[config.mk]
export PLATFORM = sky130hd
export DESIGN_NAME = seven_segment_display_frame_driver_top
export DESIGN_NICKNAME = d
export VERILOG_FILES = /design/src/rtl/ssdfd_pkg.sv /design/src/rtl/ssdfd_front.sv /design/src/rtl/ssdfd_queue.sv /design/src/rtl/ssdfd_back.sv /design/src/rtl/seven_segment_display_frame_driver_top.sv
export SDC_FILE = /design/constraint.sdc
export NUM_CORES = 1
export LEC_CHECK = 0
export ABC_AREA = 1
export BUFFER_PORTS_ARGS = -buffer_cell sky130_fd_sc_hd__buf_2
export CORE_MARGIN = 10
export CORE_UTILIZATION = 60
export CTS_CLUSTER_SIZE = 40
export DETAILED_ROUTE_END_ITERATION = 12
export PLACE_DENSITY = 0.85
export SLEW_MARGIN = 15
export SYNTH_ARGS = -nofsm -noshare
export SYNTH_HDL_FRONTEND = slang
export SYNTH_SLANG_ARGS = --single-unit
[constraint.sdc]
create_clock -name clk -period 7.08 [get_ports clk]
set_input_delay 0.354 -clock clk [delete_from_list [all_inputs] [get_ports clk]]
set_output_delay 0.354 -clock clk [all_outputs]
set_load 0.005 [all_outputs]
[src/rtl/ssdfd_pkg.sv]
// Shared types, constants and glyph lookup for the seven-segment frame driver.
package ssdfd_pkg;

    // Display geometry
    localparam int DIGIT_COUNT = 4;
    localparam int K_W         = (DIGIT_COUNT > 1) ? $clog2(DIGIT_COUNT) : 1;

    // Controller command bytes
    localparam logic [7:0] CMD_DATA = 8'h44;
    localparam logic [7:0] CMD_ADDR = 8'hC0;
    localparam logic [7:0] CMD_DISP = 8'h88;
    localparam logic [7:0] SEG_DOT  = 8'h80;

    // Divide-by-ten reciprocal, exact for every 16-bit value
    localparam logic [31:0] RECIP_10 = 32'd52429;
    localparam int          RECIP_SH = 19;

    // Job queue geometry
    localparam int QDEPTH = 4;
    localparam int QA_W   = $clog2(QDEPTH);
    localparam int QC_W   = $clog2(QDEPTH + 1);

    typedef enum logic [1:0] {
        OP_NUMBER = 2'd0,
        OP_GLYPH  = 2'd1,
        OP_RAW    = 2'd2,
        OP_OFF    = 2'd3
    } op_t;

    typedef enum logic [1:0] {
        SYM_START = 2'd0,
        SYM_DATA  = 2'd1,
        SYM_STOP  = 2'd2
    } sym_kind_t;

    // Ten symbols of one digit write
    typedef enum logic [3:0] {
        ST_DSTART = 4'd0,
        ST_DCMD   = 4'd1,
        ST_DSTOP  = 4'd2,
        ST_ASTART = 4'd3,
        ST_ADDR   = 4'd4,
        ST_SEG    = 4'd5,
        ST_ASTOP  = 4'd6,
        ST_BSTART = 4'd7,
        ST_BRIGHT = 4'd8,
        ST_BSTOP  = 4'd9
    } step_t;

    // One digit write: address byte, segment byte, end of request
    typedef struct packed {
        logic [7:0] addr;
        logic [7:0] seg;
        logic       last;
    } job_t;

    // Queue status seen by the front end
    typedef struct packed {
        logic full;
    } q_wr_status_t;

    // Queue head seen by the back end
    typedef struct packed {
        logic valid;
        job_t job;
    } q_head_t;

    function automatic logic [7:0] glyph_lookup(input logic [3:0] idx);
        logic [7:0] seg;
        case (idx)
            4'h0:    seg = 8'h3F;
            4'h1:    seg = 8'h06;
            4'h2:    seg = 8'h5B;
            4'h3:    seg = 8'h4F;
            4'h4:    seg = 8'h66;
            4'h5:    seg = 8'h6D;
            4'h6:    seg = 8'h7D;
            4'h7:    seg = 8'h07;
            4'h8:    seg = 8'h7F;
            4'h9:    seg = 8'h6F;
            4'hA:    seg = 8'h77;
            4'hB:    seg = 8'h7C;
            4'hC:    seg = 8'h39;
            4'hD:    seg = 8'h5E;
            4'hE:    seg = 8'h79;
            default: seg = 8'h71;
        endcase
        return seg;
    endfunction

endpackage

[src/rtl/ssdfd_front.sv]
// Front end: accepts requests and breaks them into digit-write jobs.
module ssdfd_front (
    input  logic                   clk,
    input  logic                   rst_n,
    input  logic                   in_valid,
    output logic                   in_stall,
    input  logic [1:0]             operation,
    input  logic [15:0]            number,
    input  logic                   blank_leading,
    input  logic [3:0]             dp_mask,
    input  logic [1:0]             position,
    input  logic [7:0]             glyph,
    input  logic                   dot,
    input  logic [7:0]             raw_segments,
    input  ssdfd_pkg::q_wr_status_t q_status,
    output logic                   push,
    output ssdfd_pkg::job_t        push_job
);
    import ssdfd_pkg::*;

    logic           busy_reg, busy_next;
    op_t            op_reg;
    logic [15:0]    rest_reg;
    logic           blank_reg;
    logic [3:0]     dmask_reg;
    logic [1:0]     pos_reg;
    logic [7:0]     glyph_reg;
    logic           dot_reg;
    logic [7:0]     raw_reg;
    logic [K_W-1:0] k_reg;

    logic           accept;
    logic           job_last;
    logic [31:0]    prod;
    logic [15:0]    quot;
    logic [15:0]    quot_x10;
    logic [3:0]     digit;
    logic           leading;
    logic [7:0]     dot_seg;
    logic [7:0]     num_seg;
    logic [7:0]     pos_byte;

    // Split off the low decimal digit by reciprocal multiply
    assign prod     = 32'(rest_reg) * RECIP_10;
    assign quot     = 16'(prod >> RECIP_SH);
    assign quot_x10 = 16'(quot << 3) + 16'(quot << 1);
    assign digit    = 4'(rest_reg - quot_x10);

    // Classify the current digit of number mode
    assign leading = (k_reg != '0) && (rest_reg == 16'd0);
    assign dot_seg = dmask_reg[0] ? SEG_DOT : 8'h00;
    assign num_seg = leading ? (blank_reg ? 8'h00 : (glyph_lookup(4'd0) | dot_seg))
                             : (glyph_lookup(digit) | dot_seg);

    assign job_last = (op_reg == OP_GLYPH) || (op_reg == OP_RAW)
                   || (k_reg == K_W'(DIGIT_COUNT - 1));

    // Build the job for the current position
    always_comb
    begin
        case (op_reg)
            OP_NUMBER:
            begin
                pos_byte     = 8'(DIGIT_COUNT - 1) - 8'(k_reg);
                push_job.seg = num_seg;
            end
            OP_GLYPH:
            begin
                pos_byte     = {6'd0, pos_reg};
                push_job.seg = (glyph_reg[7:4] != 4'd0) ? 8'h00
                             : (glyph_lookup(glyph_reg[3:0]) | (dot_reg ? SEG_DOT : 8'h00));
            end
            OP_RAW:
            begin
                pos_byte     = {6'd0, pos_reg};
                push_job.seg = raw_reg;
            end
            default:
            begin
                pos_byte     = 8'(k_reg);
                push_job.seg = 8'h00;
            end
        endcase
        push_job.addr = CMD_ADDR | pos_byte;
        push_job.last = job_last;
    end

    assign push     = busy_reg && !q_status.full;
    assign in_stall = busy_reg && !(push && job_last);
    assign accept   = in_valid && !in_stall;

    always_comb
    begin
        busy_next = busy_reg;
        if (accept)
            busy_next = 1'b1;
        else if (push && job_last)
            busy_next = 1'b0;
    end

    always_ff @(posedge clk or negedge rst_n)
    begin
        if (!rst_n)
            busy_reg <= 1'b0;
        else
            busy_reg <= busy_next;
    end

    // Load a new request, or advance to the next digit on push
    always_ff @(posedge clk)
    begin
        if (accept)
        begin
            op_reg    <= op_t'(operation);
            rest_reg  <= number;
            blank_reg <= blank_leading;
            dmask_reg <= dp_mask;
            pos_reg   <= position;
            glyph_reg <= glyph;
            dot_reg   <= dot;
            raw_reg   <= raw_segments;
            k_reg     <= '0;
        end
        else if (push)
        begin
            rest_reg  <= quot;
            dmask_reg <= {1'b0, dmask_reg[3:1]};
            k_reg     <= k_reg + K_W'(1);
        end
    end

endmodule

[src/rtl/ssdfd_queue.sv]
// Short job queue between front and back ends.
module ssdfd_queue (
    input  logic                    clk,
    input  logic                    rst_n,
    input  logic                    push,
    input  ssdfd_pkg::job_t         push_job,
    output ssdfd_pkg::q_wr_status_t q_status,
    input  logic                    pop,
    output ssdfd_pkg::q_head_t      head
);
    import ssdfd_pkg::*;

    job_t            mem [QDEPTH];
    logic [QA_W-1:0] wr_ptr_reg, wr_ptr_next;
    logic [QA_W-1:0] rd_ptr_reg, rd_ptr_next;
    logic [QC_W-1:0] count_reg, count_next;
    logic            do_push, do_pop;

    assign q_status.full = (count_reg == QC_W'(QDEPTH));
    assign head.valid    = (count_reg != '0);
    assign head.job      = mem[rd_ptr_reg];

    assign do_push = push && !q_status.full;
    assign do_pop  = pop && head.valid;

    always_comb
    begin
        wr_ptr_next = do_push ? wr_ptr_reg + QA_W'(1) : wr_ptr_reg;
        rd_ptr_next = do_pop  ? rd_ptr_reg + QA_W'(1) : rd_ptr_reg;
        count_next  = count_reg + QC_W'(do_push) - QC_W'(do_pop);
    end

    always_ff @(posedge clk or negedge rst_n)
    begin
        if (!rst_n)
        begin
            wr_ptr_reg <= '0;
            rd_ptr_reg <= '0;
            count_reg  <= '0;
        end
        else
        begin
            wr_ptr_reg <= wr_ptr_next;
            rd_ptr_reg <= rd_ptr_next;
            count_reg  <= count_next;
        end
    end

    // Store pushed job
    always_ff @(posedge clk)
    begin
        if (do_push)
            mem[wr_ptr_reg] <= push_job;
    end

endmodule

[src/rtl/ssdfd_back.sv]
// Back end: expands each digit-write job into ten controller symbols.
module ssdfd_back (
    input  logic               clk,
    input  logic               rst_n,
    input  ssdfd_pkg::q_head_t head,
    output logic               pop,
    input  logic [2:0]         brightness,
    output logic               out_valid,
    input  logic               out_stall,
    output logic [1:0]         symbol_kind,
    output logic [7:0]         byte_value,
    output logic               last_of_run
);
    import ssdfd_pkg::*;

    step_t      step_reg, step_next;
    logic       out_valid_reg, out_valid_next;
    sym_kind_t  kind_reg;
    logic [7:0] byte_reg;
    logic       last_reg;

    logic       load;
    logic       emit;
    sym_kind_t  kind_cur;
    logic [7:0] byte_cur;

    assign load = !out_valid_reg || !out_stall;
    assign emit = load && head.valid;
    assign pop  = emit && (step_reg == ST_BSTOP);

    // Select symbol for the current step and advance the sequencer
    always_comb
    begin
        step_next = step_reg;
        byte_cur  = 8'h00;
        case (step_reg)
            ST_DSTART: begin kind_cur = SYM_START; step_next = ST_DCMD;   end
            ST_DCMD:
            begin
                kind_cur  = SYM_DATA;
                byte_cur  = CMD_DATA;
                step_next = ST_DSTOP;
            end
            ST_DSTOP:  begin kind_cur = SYM_STOP;  step_next = ST_ASTART; end
            ST_ASTART: begin kind_cur = SYM_START; step_next = ST_ADDR;   end
            ST_ADDR:
            begin
                kind_cur  = SYM_DATA;
                byte_cur  = head.job.addr;
                step_next = ST_SEG;
            end
            ST_SEG:
            begin
                kind_cur  = SYM_DATA;
                byte_cur  = head.job.seg;
                step_next = ST_ASTOP;
            end
            ST_ASTOP:  begin kind_cur = SYM_STOP;  step_next = ST_BSTART; end
            ST_BSTART: begin kind_cur = SYM_START; step_next = ST_BRIGHT; end
            ST_BRIGHT:
            begin
                kind_cur  = SYM_DATA;
                byte_cur  = CMD_DISP | {5'd0, brightness};
                step_next = ST_BSTOP;
            end
            ST_BSTOP:  begin kind_cur = SYM_STOP;  step_next = ST_DSTART; end
            default:   begin kind_cur = SYM_START; step_next = ST_DSTART; end
        endcase
        if (!emit)
            step_next = step_reg;
        out_valid_next = load ? head.valid : out_valid_reg;
    end

    always_ff @(posedge clk or negedge rst_n)
    begin
        if (!rst_n)
        begin
            step_reg      <= ST_DSTART;
            out_valid_reg <= 1'b0;
        end
        else
        begin
            step_reg      <= step_next;
            out_valid_reg <= out_valid_next;
        end
    end

    // Hold the output symbol until it is taken
    always_ff @(posedge clk)
    begin
        if (emit)
        begin
            kind_reg <= kind_cur;
            byte_reg <= byte_cur;
            last_reg <= head.job.last && (step_reg == ST_BSTOP);
        end
    end

    assign out_valid   = out_valid_reg;
    assign symbol_kind = kind_reg;
    assign byte_value  = byte_reg;
    assign last_of_run = last_reg;

endmodule

[src/rtl/seven_segment_display_frame_driver_top.sv]
// A request's first symbol passes the front-end registers, a queue entry and the
// back-end output register. One symbol per cycle leaves while a job is queued and
// out_stall is low; number and all-off requests make 40 symbols, glyph or raw 10.
// Front end queues digit jobs ahead, so the next request is taken while symbols drain.
// Reset (rst_n, asynchronous, active low) empties the queue, clears the output
// valid flag and sets brightness to 7.
module seven_segment_display_frame_driver_top (
    input  logic        clk,
    input  logic        rst_n,
    input  logic        cfg_we,
    input  logic [2:0]  cfg_wdata,
    input  logic        in_valid,
    output logic        in_stall,
    input  logic [1:0]  operation,
    input  logic [15:0] number,
    input  logic        blank_leading,
    input  logic [3:0]  dp_mask,
    input  logic [1:0]  position,
    input  logic [7:0]  glyph,
    input  logic        dot,
    input  logic [7:0]  raw_segments,
    output logic        out_valid,
    input  logic        out_stall,
    output logic [1:0]  symbol_kind,
    output logic [7:0]  byte_value,
    output logic        last_of_run
);
    import ssdfd_pkg::*;

    logic [2:0]   brightness_reg;
    logic         push;
    job_t         push_job;
    q_wr_status_t q_status;
    logic         pop;
    q_head_t      head;

    // Store brightness; the 3-bit field already caps it at 7
    always_ff @(posedge clk or negedge rst_n)
    begin
        if (!rst_n)
            brightness_reg <= 3'd7;
        else if (cfg_we)
            brightness_reg <= cfg_wdata;
    end

    ssdfd_front u_front (
        .clk           (clk),
        .rst_n         (rst_n),
        .in_valid      (in_valid),
        .in_stall      (in_stall),
        .operation     (operation),
        .number        (number),
        .blank_leading (blank_leading),
        .dp_mask       (dp_mask),
        .position      (position),
        .glyph         (glyph),
        .dot           (dot),
        .raw_segments  (raw_segments),
        .q_status      (q_status),
        .push          (push),
        .push_job      (push_job)
    );

    ssdfd_queue u_queue (
        .clk      (clk),
        .rst_n    (rst_n),
        .push     (push),
        .push_job (push_job),
        .q_status (q_status),
        .pop      (pop),
        .head     (head)
    );

    ssdfd_back u_back (
        .clk         (clk),
        .rst_n       (rst_n),
        .head        (head),
        .pop         (pop),
        .brightness  (brightness_reg),
        .out_valid   (out_valid),
        .out_stall   (out_stall),
        .symbol_kind (symbol_kind),
        .byte_value  (byte_value),
        .last_of_run (last_of_run)
    );

endmodule
# Yosys cells after proc, flatten, opt, wreduce, memory -nomap -nowiden
# Memories as Yosys holds them, arrays and structs flattened. A register that Yosys moved wholly into a read port is not among the register bits.
# Index checks and enable logic that the tools add are counted.
[totals] memories=3 ramBits=60 mem_bits_ro=224 ff_bits=71 latchBits=0 out_inout_bits=13 elab_cells=95 inputBits=50
[memory_table] memory="(no name shown)" words=16 width=7 read_ports=1 rd_ports_with_merged_regs=1 write_ports=0 line_no="ssdfd_pkg.sv:70" source="case (idx)"
[memory_table] memory="(no name shown)" words=16 width=7 read_ports=1 rd_ports_with_merged_regs=0 write_ports=0 line_no="ssdfd_pkg.sv:70"
[memory_table] memory="u_queue.mem" words=4 width=15 read_ports=1 rd_ports_with_merged_regs=0 write_ports=1 line_no="ssdfd_queue.sv:13" source="job_t mem [QDEPTH];"
[classes] addsub=8 div_mod_pow=0 n_mux=20 bitwise=2 n_reduce_logical=29 n_lt_le_gt_ge=0 shifts=0 mul=1 eq_ne=13
[ops] cell="$mux W8" n=6
[ops] cell="$pmux W4 S9" n=1
[ops] cell="$mul A16 B16 Y32 const B" n=1
[ops] cell="$mux W16" n=2
[ops] cell="$pmux W8 S4" n=1
[ops] cell="$pmux W8 S3" n=1
[ops] cell="$eq A4 B3 Y1 const B" n=4
[ops] cell="$logic_not A16 Y1" n=1
[ops] cell="$or A8 B8 Y8" n=2
[ops] cell="$mux W4" n=3
[ops] cell="$pmux W6 S2" n=1
[ops] cell="$logic_and A1 B1 Y1" n=10
[ops] cell="$eq A4 B2 Y1 const B" n=2
[ops] cell="$eq A4 B4 Y1 const B" n=2
[ops] cell="$add A2 B1 Y2 const B" n=3
[ops] cell="$reduce_bool A2 Y1" n=3
[ops] cell="$logic_not A1 Y1" n=5
[ops] cell="$add A4 B4 Y4" n=1
[ops] cell="$eq A2 B2 Y1 const B" n=2
[ops] cell="$eq A4 B1 Y1 const B" n=1
[ops] cell="$logic_not A4 Y1" n=1
[ops] cell="$mux W1" n=4
[ops] cell="$pmux W2 S2" n=1
[ops] cell="$reduce_bool A4 Y1" n=1
[ops] cell="12 further kinds" n=14

# Depth between registers and ports, before layout
# Gate-level depths: netlist of run 1.
[logic_depth] ltp_word=9 depth_mapped=32 depth_no_buf=32

# Hierarchy
# A second synthesis of run 1 with hierarchy kept.
[unflattened] cells_unflattened=1249 area_unflattened_um2=11885.1
[modules_own_cells] mod="ssdfd_front" cells_per_inst=875 n_inst=1 area_each_um2=7806.2 seq_area_each_um2=1466.4
[modules_own_cells] mod="ssdfd_queue" cells_per_inst=274 n_inst=1 area_each_um2=3140.5 seq_area_each_um2=2217.1
[modules_own_cells] mod="ssdfd_back" cells_per_inst=87 n_inst=1 area_each_um2=822.0 seq_area_each_um2=455.4
[modules_own_cells] mod="seven_segment_display_frame_driver_top" cells_per_inst=13 n_inst=1 area_each_um2=116.4 seq_area_each_um2=78.8

# Worst setup path after synthesis of run 1
# No wires, ideal clock.
[synth_path] path_kind="reg2reg" from="reg u_front.rest_reg[1]" to="mem u_queue.mem[0][3] (netlist name) (data pin)" slack_ps=1020 path_buffers=0 period_less_slack_ps=6060 stages_incl_launch_ff=28 setup_time_ps=282 t_arrival_ps=5779 t_required_ps=6798 path_cell_list="edfxtp_1 ha_1 xor2_1 ha_1 a21o_1 fa_1 fa_1 fa_1 inv_1 fa_1 inv_1 ha_1 nand2_1 nor2_1 inv_1 o221a_2 nand2_1 xor2_1 inv_1 ha_1 or2_2 nand2_1 inv_1 or2_2 nand3_1 nand3_1 nand2_1 a21oi_1"
[synth_rtl] element="start: declaration" line_no="ssdfd_front.sv:23" source="logic [15:0] rest_reg;"
[synth_rtl] element="start signal: assignment" line_no="ssdfd_front.sv:115" source="rest_reg <= number;"
[synth_rtl] element="start signal: assignment" line_no="ssdfd_front.sv:126" source="rest_reg <= quot;"
[synth_rtl] element="end: declaration" line_no="ssdfd_queue.sv:13"

==> results of run 1 <==
==> critical path, delay by kind of cell, from the launching register on <==
family | cells | cell delay (ns)
flops | 1 | 0.43
compound gates | 2 | 0.33
xor+xnor | 1 | 0.25
fa+ha+maj | 8 | 3.41
simple gates | 9 | 1.48
buf+inv | 8 | 0.60
==> synth_stat cells (6+ instances only) <==
| library cell | n |
|---|---|
| inv_1 | 250 |
| ha_1 | 166 |
| nand2_1 | 158 |
| edfxtp_1 | 97 |
| fa_1 | 81 |
| nor2_1 | 63 |
| o21ai_0 | 49 |
| a21oi_1 | 46 |
| nand3_1 | 28 |
| dfrtp_1 | 13 |
| xor2_1 | 13 |
| clkbuf_1 | 11 |
| dfxtp_1 | 9 |
| nor3_1 | 9 |
| o22ai_1 | 9 |
| or2_2 | 8 |
| xnor2_1 | 8 |
| a21o_1 | 7 |
| a32o_1 | 7 |
| nand4_1 | 6 |
==> layout by cell type, fill, tap and decap left out, types with 4 or more instances in the layout <==
| cell type | instances |
|---|---|
| inv_6 | 4 |
| nand2_2 | 5 |
| o22ai_1 | 9 |
| inv_2 | 5 |
| dfxtp_1 | 9 |
| buf_4 | 13 |
| nor3_1 | 9 |
| ha_1 | 165 |
| fa_1 | 81 |
| a21oi_1 | 46 |
| xnor2_1 | 8 |
| a21o_1 | 7 |
| dfrtp_1 | 13 |
| buf_2 | 62 |
| nand3_1 | 28 |
| nor2_1 | 63 |
| o21ai_0 | 49 |
| a31oi_1 | 5 |
| or2_2 | 8 |
| edfxtp_1 | 97 |
| clkbuf_16 | 17 |
| a32o_1 | 7 |
| nand2_1 | 158 |
| inv_1 | 250 |
| nand4_1 | 6 |
| xor2_1 | 12 |
==> per-layer routing <==
metal	vias up	routed length [microns]	track usage	share of wire
li1	3716	-	-	-
met1	3738	10380	0.2705	0.41
met2	412	12040	0.3509	0.48
met3	70	1914	0.03591	0.076
met4	0	727	0.07402	0.029
met5	-	0	0	0
==> repair_timing <==
item                                    in CTS  in global routing
hold buffers                                 1                  0
resized for setup                            0                  2
endpoints found under the hold margin       13                  0
setup buffers                                0                 12
endpoints found under the setup margin       0                 20
==> through the flow <==
step,cell area (sq um),hold slack [ns],cells
6_report,11860,0.1137,1421
5_1_grt,11860,0.1071,1421
4_1_cts,11750,0.1121,1409
3_5_place_dp,11150,0.2906,1376
3_3_place_gp,11150,0.2864,1376
2_1_floorplan,10610,0.05841,1102
==> cells by family after synthesis <==
| group | Yosys count | share of synthesized area |
|---|---|---|
| AOI/OAI and AO/OA | 152 | 0.08879 |
| xor gates and xnor gates | 21 | 0.01733 |
| adders and majority gates | 247 | 0.3485 |
| buffers and inverters | 270 | 0.09657 |
| DFF | 122 | 0.3296 |
| and+or+nand+nor | 290 | 0.1192 |
==> final timing paths <==
kind | end | slack (ns) | cells after the start
hold / removal | u_front.raw_reg[7] | 0.11 | 1
min in group asynchronous | u_front.busy_reg | 0.39 | 2
hold reg to reg | brightness_reg[2] | 0.50 | 2
setup / recovery | u_queue.mem[0][3] | 0.28 | 28
setup reg to reg | u_queue.mem[0][3] | 0.28 | 28
max in group asynchronous | brightness_reg[2] | 6.37 | 2
==> final cells by class <==
type | count | area, sq um
clock buffer | 20 | 456.7
timing repair buffer | 76 | 417.9
inverter | 256 | 963.4
clock inverter | 12 | 136.4
multi-input combinational | 710 | 6106
tap | 225 | 281.5
sequential | 122 | 3497
fill | 1189 | 5438
==> key figures, run 1 <==
Detailed routing
  • Vias per inst: between 5 and 6
  • Post-route DRC: 0
  • Routed Wire Length: approximately 25000 microns
  • Initial drt markers: 911
  • Antenna-violating nets left: 0
  • Router iterations before antenna repair: 6
  • Via count: just under 8k
  • Routed wire per std cell: between 15 and 20 microns

STA
  • Final setup TNS: 0 ns
  • Final WS setup: 0.2775 ns
  • Final setup vio count: 0
  • Tcrit/Tclk final: 0.9608
  • Maximum clock rate: about 150 MHz
  • Worst rel slew slack: 0.2534
  • Worst Tran Pin Value: roughly 1.1 ns
  • Final worst clock skew: 0.01136 ns
  • Final Hold Viols: 0
  • Final Max Slew Viols: 0
  • Minimum clock period: just under 7 ns

Setup path
  • Largest fanout on the critical path: 8
  • Worst path required time: about 7.2 ns
  • Worst path slowest cell: fa_1
  • CP startpoint: u_front.rest_reg[2]
  • CP Launch Type: flop
  • Most common cell on crit path: inv_1
  • Worst R2R Start: u_front.rest_reg[2]
  • Setup crit end kind: flop
  • Setup CP Type: reg2reg
  • Critical path arrival: ~6.9 ns
  • Max incr delay on CP: between 0.5 and 0.6 ns

Yosys
  • Syn nets: around 1.4k
  • Seq/Total Area, Yosys: 0.3296
  • Ranking of synthesized cells by area: edfxtp_1 (27%), ha_1 (20%), fa_1 (15%)
  • Syn avg cell area: 9.629 sq um
  • Unique cell type count in the Yosys netlist: 54
  • Post-synthesis register bit count: 122
  • Synth area leader: edfxtp_1
  • Primary FF master, synth: edfxtp_1
  • Mapped Area: 10610 sq um
  • Synthesized instance count: between 1k and 1.5k
  • Synthesis warning total: 0
  • Share of Yosys cell area claimed by the top area cell type: 0.2745
  • Post-synth EDFFs: between 90 and 100
  • Async SR Flop Fraction: 0.1311

Clock network
  • Worst skew pair latency: around 0.42 ns
  • Num CTS Buffers: 17
  • Clk root buf: clkbuf_16
  • Reg clk slew, reported paths: approximately 0.06 ns
  • Clock sinks: 122
  • CTS H-Tree Depth: 4
  • CTS Buffer Depth: 2
  • CTS tree: done

Outcome
  • Status: complete, no violations

Flow run
  • Max-cap viol count: 0

Place
  • Setup WS pre-CTS: around 0.37 ns
  • Gpl congestion: roughly 1.0
  • Hpwl dp: just under 20000 microns
  • PortBufs: 62

Floorplanning
  • Die height: 153.0 microns
  • Io pins: 63
  • Die area: about 23000 sq um
  • Initial Util: 0.6135
  • Rows: between 40 and 50
  • Chip Width: 153.0 microns
  • Core footprint: approximately 17000 sq um

Min path
  • Hold Crit Class: in2reg
  • Hold_sp: raw_segments[7]

GRT
  • Pin count of the biggest net entering global routing: between 40 and 50
  • First-pass GRT wire length: 40340 microns
  • Remaining global-route overflow: 0
  • Initial antenna violation count: 0
  • GRT Util Overall: 0.2106
  • Vias in the first global route: just over 8k

Layout
  • Layout area overhead: 11.76%
  • ANT cells: 0
  • Layout cell share with drive strength beyond 1: 0.1246
  • Nets: 1480
  • Util after Layout: 0.6856
  • Max reg flops: 44
Power of run 1 is left out: the tool's default activity adds up to more than one toggle a clock period on the data nets, which glitch-free logic cannot reach.
==> inputs of run 2 (changes only) <==
clock period = 7.53 ns   (was 7.08 ns; I/O delays follow)
==> run 2 against run 1 <==
Via count shrank 3.0%. Non-clock buffer count down 13. Register-to-register slack improved by 0.35 ns. Largest cell class unchanged.
==> key figures, run 2 (synthesis gave the netlist of run 1 again) <==
Layout
  • Commonest non-fill, non-tap cells in the layout: inv_1 (250), ha_1 (166), nand2_1 (158)
  • Nets: 1467 (-0.88%)
  • Layout area overhead: 10.60%
  • Layout cell share with drive strength beyond 1: 0.1107 (-0.01385)
  • Max reg flops: 44 (unchanged)
  • ANT cells: 0 (unchanged)
  • Most common cell after layout, fill and taps aside: inv_1

Clock network
  • Worst skew pair latency: 0.42 ns (about the same)
  • CTS Buffer Depth: 2 (unchanged)
  • Num CTS Buffers: 17 (unchanged)
  • CTS tree: done
  • CTS H-Tree Depth: 4 (unchanged)
  • Post_cts resized: 0 (unchanged)
  • Reg clk slew, reported paths: 0.06 ns (about the same)
  • Clock sinks: 122 (unchanged)
  • Clk root buf: clkbuf_16

GRT
  • Pin count of the biggest net entering global routing: 47 (unchanged)
  • First-pass GRT wire length: 39810 microns (-1.3%)
  • GRT Util Overall: 0.2070 (-0.003540)
  • Remaining global-route overflow: 0 (unchanged)
  • Vias in the first global route: 8146 (-0.42%)
  • Initial antenna violation count: 0 (unchanged)

Floorplanning
  • Die area: 23400 sq um (unchanged)
  • Core footprint: 17300 sq um (unchanged)
  • Chip Width: 153.0 microns (unchanged)
  • Rows: 48 (unchanged)
  • Io pins: 63 (unchanged)
  • Die height: 153.0 microns (unchanged)
  • Initial Util: 0.6135 (unchanged)

Setup path
  • R2r setup slk: 0.63 ns (+0.35 ns)
  • Worst path slowest cell: edfxtp_1
  • Worst Reg-to-Reg Cells: 30 (+7.1%)
  • CP Launch Type: flop
  • Worst R2R Start: u_front.rest_reg[3]
  • Most common cell on crit path: inv_1
  • Setup crit end kind: flop
  • Max incr delay on CP: 0.55 ns (+0.04 ns)
  • Worst path required time: 7.73 ns (+0.52 ns)
  • Critical path arrival: 7.10 ns (+0.17 ns)
  • R2R Path End: u_queue.mem[3][4]
  • Largest fanout on the critical path: 8 (unchanged)
  • Setup CP Type: reg2reg

STA
  • Final setup TNS: 0 ns (unchanged)
  • Smallest hold slack: 0.1383 ns (+0.02457 ns)
  • Final Hold Viols: 0 (unchanged)
  • Final setup vio count: 0 (unchanged)
  • Tcrit/Tclk final: 0.9163 (-0.04451)
  • Final Max Slew Viols: 0 (unchanged)
  • Worst Tran Pin Value: 1.059 ns (-0.05722 ns)
  • Maximum clock rate: 144.9 MHz (-1.4%)
  • RSZ-0062 raised after global routing: no
  • Minimum clock period: 6.900 ns (+0.09724 ns)
  • Final worst clock skew: 0.01840 ns (+0.007034 ns)
  • Worst rel slew slack: 0.2917 (+0.03829)

Place
  • Gpl congestion: 1.016 (-0.87%)
  • Hpwl dp: 19060 microns (-1.0%)
  • PortBufs: 62 (unchanged)

Detailed routing
  • Via count: 7696 (-3.0%)
  • Initial drt markers: 691 (-24%)
  • Antenna-violating nets left: 0 (unchanged)
  • Vias per inst: 5.466 (-2.1%)
  • Routed Wire Length: 24110 microns (-3.8%)
  • Router iterations before antenna repair: 6 (unchanged)
  • Post-route DRC: 0 (unchanged)
  • Routed wire per std cell: 17.12 microns (-2.9%)

Min path
  • Hold Crit Class: in2reg
  • Hold Crit Endpoint: u_front.raw_reg[7]
  • Hold Path Depth: 1 (unchanged)
  • Hold_sp: raw_segments[7]

Outcome
  • Status: complete, no violations

Flow run
  • Max-cap viol count: 0 (unchanged)
==> run 2: changes by cell type in the layout (fill, tap and decap cells not counted), moves of 2 or more <==
cell / delta
clkinvlp_4: -2
clkinv_2: +2
clkbuf_1: +3
inv_6: -4
buf_4: -13
==> run 2: worst max-delay path by stage <==
stage / startpoint / endpoint
final: u_front.rest_reg[3] / u_queue.mem[3][4]
after global routing: u_front.rest_reg[3] / u_queue.mem[1][4]
after CTS: u_front.rest_reg[3] / u_queue.mem[3][4]
after detailed placement: u_front.rest_reg[3] / u_queue.mem[2][3]
after global placement: u_front.rest_reg[3] / u_queue.mem[1][3]
after floorplan: u_front.rest_reg[1] / u_queue.mem[0][3]
==> run 2: what timing repair did <==
action                                  in CTS  in global routing
setup buffers                                0                  0
endpoints found under the setup margin       0                  0
hold buffers                                 1                  0
endpoints found under the hold margin       13                  0
==> run 2: layer usage <==
metal,part of all wire,vias to the layer above,GRT usage,wire (microns)
met3,0.060,49,0.03984,1452
li1,-,3692,-,-
met5,0,-,0,0
met4,0.021,0,0.05677,498
met1,0.43,3670,0.2648,10460
met2,0.48,285,0.3503,11690
==> run 2: metrics by stage <==
stage / std cells / utilization / cell area, sq um / setup WS, ns
after floorplan: 1102 / - / 10610 / 1.470
after global placement: 1375 / 0.6442 / 11140 / 0.9411
after detailed placement: 1375 / 0.6442 / 11140 / 0.8490
after CTS: 1408 / 0.6782 / 11730 / 0.7477
after global routing: 1408 / 0.6785 / 11740 / 0.2797
final: 1408 / 0.6785 / 11740 / 0.6303
==> run 2: worst max-delay path: cells and delay by family (launching register included) <==
kind	cells	cell delay, ns
simple gates	12	1.56
fa+ha+maj	8	3.44
xor+xnor	1	0.30
flops	1	0.55
buf+inv	8	0.54
compound gates	1	0.29
==> run 2: final cells by class <==
type                            instances  area, sq um
Tap cell                              225        281.5
Clock buffer                           24        481.7
Clock inverter                          8        96.34
Fill cell                            1257         5560
Inverter                              256        963.4
Timing Repair Buffer                   63        320.3
Multi-Input combinational cell        710         6096
Sequential cell                       122         3497
Power of run 2 is left out for the same reason.
==> inputs of run 3 (changes only) <==
CORE_ASPECT_RATIO = 1.25   (was unset)
==> run 3 against run 2 <==
Die area is 0.14% higher. Clock skew is 0.0050 ns lower. Count of clock-buffer cells in the layout is 3 lower. Non-clock buffer count is 2 higher. Routed wire length is 1.9% higher. Sequential cell count stayed put. Critical endpoint is now u_queue.mem[2][3].
==> key figures, run 3 (synthesis gave the netlist of run 1 again) <==
Detailed routing
  • Via count: 7760 (+0.83%)
  • Initial drt markers: 541 (-22%)
  • Routed wire per std cell: 17.43 microns (+1.8%)
  • Vias per inst: 5.507 (+0.76%)
  • Router iterations before antenna repair: 5 (-1)
  • Antenna-violating nets left: 0 (unchanged)
  • Post-route DRC: 0 (unchanged)
  • Routed Wire Length: 24560 microns (+1.9%)

Layout
  • Footprint of the multi-input gates: 6096 sq um (unchanged)
  • Layout cell share with drive strength beyond 1: 0.1131 (+0.002345)
  • Register area: 3497 sq um (unchanged)
  • Max reg flops: 44 (unchanged)
  • Most common cell after layout, fill and taps aside: inv_1
  • Fill count: 1310 (+4.2%)
  • ANT cells: 0 (unchanged)
  • Layout area overhead: 10.53% (about the same)
  • Nets: 1469 (+0.14%)
  • Commonest non-fill, non-tap cells in the layout: inv_1 (250), ha_1 (166), nand2_1 (158)

Clock network
  • CTS Buffer Depth: 2 (unchanged)
  • Worst skew pair latency: 0.43 ns (about the same)
  • CTS H-Tree Depth: 4 (unchanged)
  • CTS tree: done
  • Reg clk slew, reported paths: 0.05 ns (about the same)
  • Post_cts resized: 0 (unchanged)
  • Clock sinks: 122 (unchanged)
  • Hold-fix buffers, CTS: 1 (unchanged)
  • Post-CTS Setup Inserts: 0 (unchanged)
  • Num CTS Buffers: 17 (unchanged)
  • Clk root buf: clkbuf_16

GRT
  • First-pass GRT wire length: 40230 microns (+1.1%)
  • Pin count of the biggest net entering global routing: 47 (unchanged)
  • GRT Util Overall: 0.2115 (+0.004478)
  • Vias in the first global route: 8167 (+0.26%)
  • Initial antenna violation count: 0 (unchanged)
  • Remaining global-route overflow: 0 (unchanged)

Setup path
  • CP Launch Type: flop
  • Setup CP Type: reg2reg
  • Worst path required time: 7.66 ns (-0.07 ns)
  • Max incr delay on CP: 0.56 ns (about the same)
  • Critical path arrival: 6.92 ns (-0.18 ns)
  • Setup crit end kind: flop
  • Most common cell on crit path: inv_1
  • Worst path slowest cell: fa_1
  • R2r setup slk: 0.74 ns (+0.11 ns)
  • Largest fanout on the critical path: 8 (unchanged)

STA
  • RSZ-0062 raised after global routing: no
  • Minimum clock period: 6.791 ns (-0.1084 ns)
  • Final setup TNS: 0 ns (unchanged)
  • Final setup vio count: 0 (unchanged)
  • Tcrit/Tclk final: 0.9019 (-0.01439)
  • Worst rel slew slack: 0.3010 (+0.009316)
  • Final Max Slew Viols: 0 (unchanged)
  • Maximum clock rate: 147.2 MHz (+1.6%)
  • Final Hold Viols: 0 (unchanged)
  • Worst Tran Pin Value: 1.045 ns (-0.01392 ns)
  • Final worst clock skew: 0.01342 ns (-0.004983 ns)

Floorplanning
  • Core footprint: 17430 sq um (+0.78%)
  • Chip Width: 138.9 microns (-9.2%)
  • Die height: 168.7 microns (+10%)
  • Io pins: 63 (unchanged)
  • Rows: 54 (+13%)
  • Die area: 23440 sq um (+0.14%)
  • Initial Util: 0.6087 (-0.004756)

Place
  • PortBufs: 62 (unchanged)
  • Gpl congestion: 1.018 (+0.22%)
  • Hpwl dp: 19700 microns (+3.3%)

Flow run
  • Max-cap viol count: 0 (unchanged)

Min path
  • Hold Crit Class: in2reg

Outcome
  • Status: complete, no violations
[run 3: changes by cell type in the layout (fill, tap and decap cells not counted)]
cell       before  now
clkbuf_1        4    2
clkinv_1        0    1
clkbuf_8        3    2
clkinv_4        1    2
bufinv_16       2    1
buf_4           0    2
inv_6           0    2
[run 3: critical path, delay by kind of cell, from the launching register on]
family                     cells  cell delay (ns)
xor gates and xnor gates       1             0.25
AOI/OAI and AO/OA              2             0.36
buffers and inverters          6             0.50
adders and majority gates      8             3.51
and+or+nand+nor                9             1.39
DFF                            1             0.50
[run 3: worst paths after layout]
check | from | cells after the start | to
setup / recovery | u_front.rest_reg[8] | 26 | u_queue.mem[2][3]
hold / removal | position[1] | 1 | u_front.pos_reg[1]
setup reg to reg | u_front.rest_reg[8] | 26 | u_queue.mem[2][3]
hold reg to reg | brightness_reg[1] | 2 | brightness_reg[1]
max in group asynchronous | rst_n | 2 | brightness_reg[0]
min in group asynchronous | rst_n | 2 | u_back.step_reg[0]
[run 3: stage by stage]
step	utilization	instance area (sq um)	cells	setup WS [ns]	hold slack, ns
CTS	0.6725	11720	1409	0.7826	0.1156
global placement	0.6400	11160	1376	0.9434	0.3057
finish	0.6728	11730	1409	0.7387	0.1279
floorplan	-	10610	1102	1.470	0.08091
global route	0.6728	11730	1409	0.3467	0.1179
detailed placement	0.6400	11160	1376	0.8329	0.3112
[run 3: routing by layer]
layer,vias to the layer above,global-route usage,routed length [microns],share of wire
met5,-,0,0,0
met4,0,0.1018,1020,0.042
met3,74,0.04227,1370,0.056
met2,281,0.3852,12930,0.53
met1,3709,0.2297,9235,0.38
li1,3696,-,-,-
[run 3: cell type report]
cell class | instances | area share
Sequential cell | 122 | 0.2982
Clock inverter | 11 | 0.008214
Timing Repair Buffer | 65 | 0.02859
Tap cell | 224 | 0.02390
Inverter | 256 | 0.08214
Clock buffer | 21 | 0.03926
Multi-Input combinational cell | 710 | 0.5197
Power of run 3 is left out for the same reason.
